--- config.mk ---
export PLATFORM = sky130hd
export DESIGN_NAME = afrb_out
export DESIGN_NICKNAME = d
export VERILOG_FILES = /design/src/rtl/afrb_pkg.sv /design/src/rtl/afrb_out.sv
export SDC_FILE = /design/constraint.sdc
export NUM_CORES = 1
export LEC_CHECK = 0
export BUFFER_PORTS_ARGS = -buffer_cell sky130_fd_sc_hd__buf_2
export CORE_MARGIN = 10
export CORE_UTILIZATION = 43
export CTS_CLUSTER_DIAMETER = 150
export DETAILED_ROUTE_END_ITERATION = 12
export HOLD_SLACK_MARGIN = 0.05
export PLACE_DENSITY = 0.87
export RECOVER_POWER = 25
export SYNTH_ARGS = -nofsm -noshare
export SYNTH_HDL_FRONTEND = slang
export SYNTH_SLANG_ARGS = --single-unit
--- constraint.sdc ---
create_clock -name clk -period 1.05 [get_ports clk]
set_input_delay 0.105 -clock clk [delete_from_list [all_inputs] [get_ports clk]]
set_output_delay 0.105 -clock clk [all_outputs]
set_load 0.01 [all_outputs]
--- src/rtl/afrb_pkg.sv ---
`timescale 1ns / 1ps
// afrb_pkg: shared types and constants for the audio frame ring buffer.
// No dependencies; imported by every module of the block.
package afrb_pkg;

  localparam int SAMPLE_BITS  = 16;
  localparam int MAX_CHANNELS = 2;
  localparam int GAIN_BITS    = 16;
  localparam int GAIN_FRAC    = 13;
  localparam int CC_BITS      = 2;
  localparam int APB_ADDR_W   = 3;
  localparam int APB_DATA_W   = 32;

  localparam logic [CC_BITS-1:0]   CC_RESET   = CC_BITS'(2);
  localparam logic [GAIN_BITS-1:0] GAIN_RESET = GAIN_BITS'(8192);

  // register index, taken from paddr[2]
  localparam logic REG_CHANNEL_COUNT = 1'b0;
  localparam logic REG_READ_GAIN     = 1'b1;

  typedef enum logic [1:0] {
    CMD_WRITE = 2'd0,
    CMD_READ  = 2'd1,
    CMD_CLEAR = 2'd2
  } cmd_t;

  typedef enum logic [1:0] {
    ST_IDLE,
    ST_MEM,
    ST_GAIN,
    ST_EMIT
  } state_t;

  typedef struct packed {
    logic signed [SAMPLE_BITS-1:0] ch1;
    logic signed [SAMPLE_BITS-1:0] ch0;
  } frame_t;

  typedef struct packed {
    logic signed [SAMPLE_BITS-1:0] ch0;
    logic signed [SAMPLE_BITS-1:0] ch1;
    logic                          underrun;
    logic                          overwrote;
    logic                          saturated;
  } res_t;

endpackage

--- src/rtl/afrb_out.sv ---
`timescale 1ns / 1ps
// afrb_out: result register that holds a transaction while the sink stalls.
// Depends on afrb_pkg (res_t).
module afrb_out import afrb_pkg::*; #(
  parameter int FILL_W = 11
) (
  input  logic                          clk,
  input  logic                          rst,
  input  logic                          load,
  input  res_t                          res,
  input  logic [FILL_W-1:0]             fill,
  output logic                          free,
  output logic                          out_valid,
  input  logic                          out_stall,
  output logic signed [SAMPLE_BITS-1:0] out_ch0,
  output logic signed [SAMPLE_BITS-1:0] out_ch1,
  output logic                          underrun,
  output logic                          overwrote,
  output logic                          saturated,
  output logic [FILL_W-1:0]             fill_level
);

  assign free = !out_valid || !out_stall;

  always_ff @(posedge clk) begin
    if (rst) begin
      out_valid <= 1'b0;
    end else if (load) begin
      out_valid <= 1'b1;
    end else if (!out_stall) begin
      out_valid <= 1'b0;
    end
  end

  always_ff @(posedge clk) begin
    if (load) begin
      out_ch0    <= res.ch0;
      out_ch1    <= res.ch1;
      underrun   <= res.underrun;
      overwrote  <= res.overwrote;
      saturated  <= res.saturated;
      fill_level <= fill;
    end
  end

endmodule

======== After elaboration in Yosys (flattened, before gate mapping) ========
Cells that the tools add are included.
cells by class
  reduce and logical (&&, ||, !) cells .... 3
  muxes and demuxes ....................... 2
  equality and inequality tests ........... 1
operators with widths
  operator                                       count
  1-bit zero test                                2
  1-bit two-way mux                              2
  2-bit inequality test (second input constant)  1
  1-bit logical OR                               1
word-level totals
  logic and storage cells ................. 13
  bits in registers ....................... 47

======== Depth between registers and ports, before layout ========
  word-level depth ........................ 2
  gate-level depth with buffers ........... 2
  depth with buffers taken out ............ 2

======== Worst setup path after synthesis ========
No wires, ideal clock.
  path type ............................... reg-to-reg
  from .................................... reg, netlist name out_valid
  to ...................................... reg out_valid
  cell stages (with the launch flop) ...... 3
  slack ................................... 449 ps
  buffers on the path ..................... 0
  data arrival time ....................... 487 ps
  period minus slack after synthesis ...... 601 ps
  data required time ...................... 936 ps
  path through ............................ dfxtp_1 -> a21oi_1 -> nor2_1
RTL lines
  element               line            RTL
  end signal, assigned  afrb_out.sv:27  out_valid <= 1'b0;
  end signal, assigned  afrb_out.sv:29  out_valid <= 1'b1;
  end signal, assigned  afrb_out.sv:31  out_valid <= 1'b0;
  end, declared         afrb_out.sv:13  output logic out_valid,

======== Final worst setup path ========
  from .................................... reg saturated
  to ...................................... out saturated
RTL lines
  element                 line            RTL
  start, declared         afrb_out.sv:19  output logic saturated,
  start signal, assigned  afrb_out.sv:41  saturated <= res.saturated;
No word-level cell between the ends.

==> run metrics <==
wire per inst=22.3 um; Die W=77.3 um; HP Start=rst; Reg-to-Reg End=out_valid$_SDFFE_PP0P_; crit path buf inv count=1; critical-path cell list=buf_6; Core ar.=3100 um^2; FF/Latch Area=1400 um^2; Worst Hold End=out_valid$_SDFFE_PP0P_; Synth area leader=edfxtp_1; Switching Power=0.886 mW; largest net degree at the start of global routing=48; internal power=2.84 mW; Clock Power Share=24.3%; Final Hold Vio Count=0; total gr overflow=0; Starting Density=45.6%; HP Class=in2reg; Seq/Total Area, Yosys=99.1%; GR Util All Layers=17.7%; Power Density=1470 nW/um^2; initial antenna violation count=0; VDD IR max=1.61 mV; gr busiest metal=met2; GRT met2 Usage=28.1%; final worst setup slack=-18.5 ps; Setup crit start=saturated$_DFFE_PP_; first-pass GRT wire length=7920 um; Commonest cells post-synth=edfxtp_1 (46), a21oi_1 (1), dfxtp_1 (1), nand2_1 (1), nor2_1 (1); Startpoint Class=flop; routed vias/inst=4.65; Root Buffer=clkbuf_4; Max clock buf depth=2; setup violators final=4; Req. time, crit path=940 ps; GPL Wtd Cong=0.667; met1 usage=18.3%; post-synthesis cell count=50; # diodes=0; crit path max-delay cell type=edfxtp_1; Fillers=177; WHS Path Cells=3; flop-to-flop setup slack=400 ps; clk_skew=0 ps; worst skew pair latency=350 ps; achievable frequency=0.936 GHz; Setup Crit Path Kind=reg2out; Area Growth Syn to Fin=79.3%; max_cap viols=0; RSZ-0062 raised after global routing=yes; Power, Total=3.73 mW; violated checks=setup timing; CTS clk-pin slew, worst paths=150 ps; Initial DRC Count=137; antenna-violating nets left=0; Detailed Route WL=5540 um; switch share=23.8%; number of global-route vias before repair=1330; element type at the critical path end=output port; Site Rows=20; synthesized flop and latch total=47; Final Max Slew Viols=0; Post-synth EDFFs=46; count of cell types in the netlist=5; met3 track demand over resource=11.8%; CTS tree=built; multi-input logic area=12.5 um^2; iteration count of the initial detailed-routing pass=4; die footprint=5980 um^2; Top delay family on crit path=flip-flops; normalized max-slew margin=58.9%; r2r worst-path depth=2; Synth top area share=97.7%; status=finished, violations left; Worst path max stage delay=450 ps; DRC viols=0; Seq pwr share=61.1%; Tcrit/Tclk final=102%; Logic pwr share=14.6%; Top FF cell, synth=edfxtp_1; ranking of synthesized cells by area=edfxtp_1 (98%), dfxtp_1 (1.4%), a21oi_1 (0.35%), nand2_1 (0.27%), nor2_1 (0.27%); most frequent cell after synthesis=edfxtp_1; H-tree levels=2; Ys Warns=0; Min Hold Slack=446 ps; Cell Area, Synth=1410 um^2; actual slew at the worst max-slew pin=616 ps; CP arrival=960 ps; post-route setup TNS=-56.6 ps; post-route minimum period=1070 ps; RR Startpoint=out_valid$_SDFFE_PP0P_; via count=1152; post-synthesis average cell area=28.3 um^2; # nets final=253; clk sink count=47; Leak=1.10 nW; clock buffer count from CTS=5; ys async rst share=0%; Die Y=77.3 um; Max FO, Critical Path=1; I/O Buffers=97; Synth Net Count=100; layout cell share with drive strength beyond 1=52.0%; I/O pin total=98
-- how the worst max path moves through the flow --
stage / endpoint / slack (ps) / depth (start not counted)
5_1_grt: saturated / -100 / 1
2_1_floorplan: out_valid$_SDFFE_PP0P_ / 450 / 2
4_1_cts: out_ch0[8] / -4 / 1
3_5_place_dp: out_ch0[6]$_DFFE_PP_ / 260 / 2
6_report: saturated / -20 / 1
3_3_place_gp: out_ch0[6]$_DFFE_PP_ / 280 / 2
-- metrics by stage --
| stage | setup WS (ps) | std cells | area (um^2) | utilization (%) |
|---|---|---|---|---|
| 3_5_place_dp | 265 | 192 | 1970 | 63.6 |
| 5_1_grt | -95.4 | 248 | 2530 | 81.7 |
| 4_1_cts | -4.27 | 248 | 2510 | 81.0 |
| 2_1_floorplan | 449 | 50 | 1410 | - |
| 6_report | -18.5 | 248 | 2530 | 81.7 |
| 3_3_place_gp | 284 | 192 | 1970 | 63.6 |
-- power by group through the flow --
stage	sequential, mW	combinational (mW)	clock, mW
2_1_floorplan	2.38	0.00385	0
3_5_place_dp	2.29	0.379	0
3_3_place_gp	2.29	0.365	0
4_1_cts	2.25	0.516	0.860
5_1_grt	2.29	0.578	1.00
6_report	2.28	0.543	0.908
-- what timing repair did --
action | in CTS | in global routing
resized for setup | 0 | 9
setup buffers | 0 | 0
hold buffers | 48 | 0
pin swaps | 0 | 0
endpoints found under the setup margin | 1 | 27
endpoints found under the hold margin | 47 | 0
-- placed cells by master (no fill, tap or decap) --
cell type | Yosys | routed
a21oi_1 | 1 | 1
buf_2 | 0 | 92
buf_6 | 0 | 5
clkbuf_1 | 0 | 1
clkbuf_4 | 0 | 6
clkbuf_8 | 0 | 1
clkinv_2 | 0 | 1
dfxtp_2 | 0 | 1
dlygate4sd3_1 | 0 | 48
edfxtp_1 | 46 | 46
nand2_1 | 1 | 1
nor2_1 | 1 | 1
-- registers in the layout, summed over array words and instances (netlist names) --
signal      flops
saturated       1
out_valid       1
overwrote       1
underrun        1
out_ch1        16
out_ch0        16
fill_level     11
-- layer usage --
metal / share of wire (%) / vias up
met2: 47 / 85
li1: - / 504
met1: 38 / 555
met4: 1.6 / 0
met3: 13 / 8
met5: 0 / -
-- layout make-up --
cell class	count	share of cell area, %
tap	44	2.17
multi-input combinational	3	0.494
timing repair buffer	146	39.6
sequential	47	55.3
clock inverter	1	0.197
clock buffer	7	2.17
-- kinds of logic (layout without fill, tap and decap cells) --
kind of cell           count (synthesis)  count (layout)  share of synthesized area [%]
AO/OA/AOI/OAI                          1               1                          0.354
buffers and inverters                  0             154                              0
AND/OR/NAND/NOR                        2               2                          0.530
flip-flops                            47              47                           99.1
(Power assumes the default switching activity.)
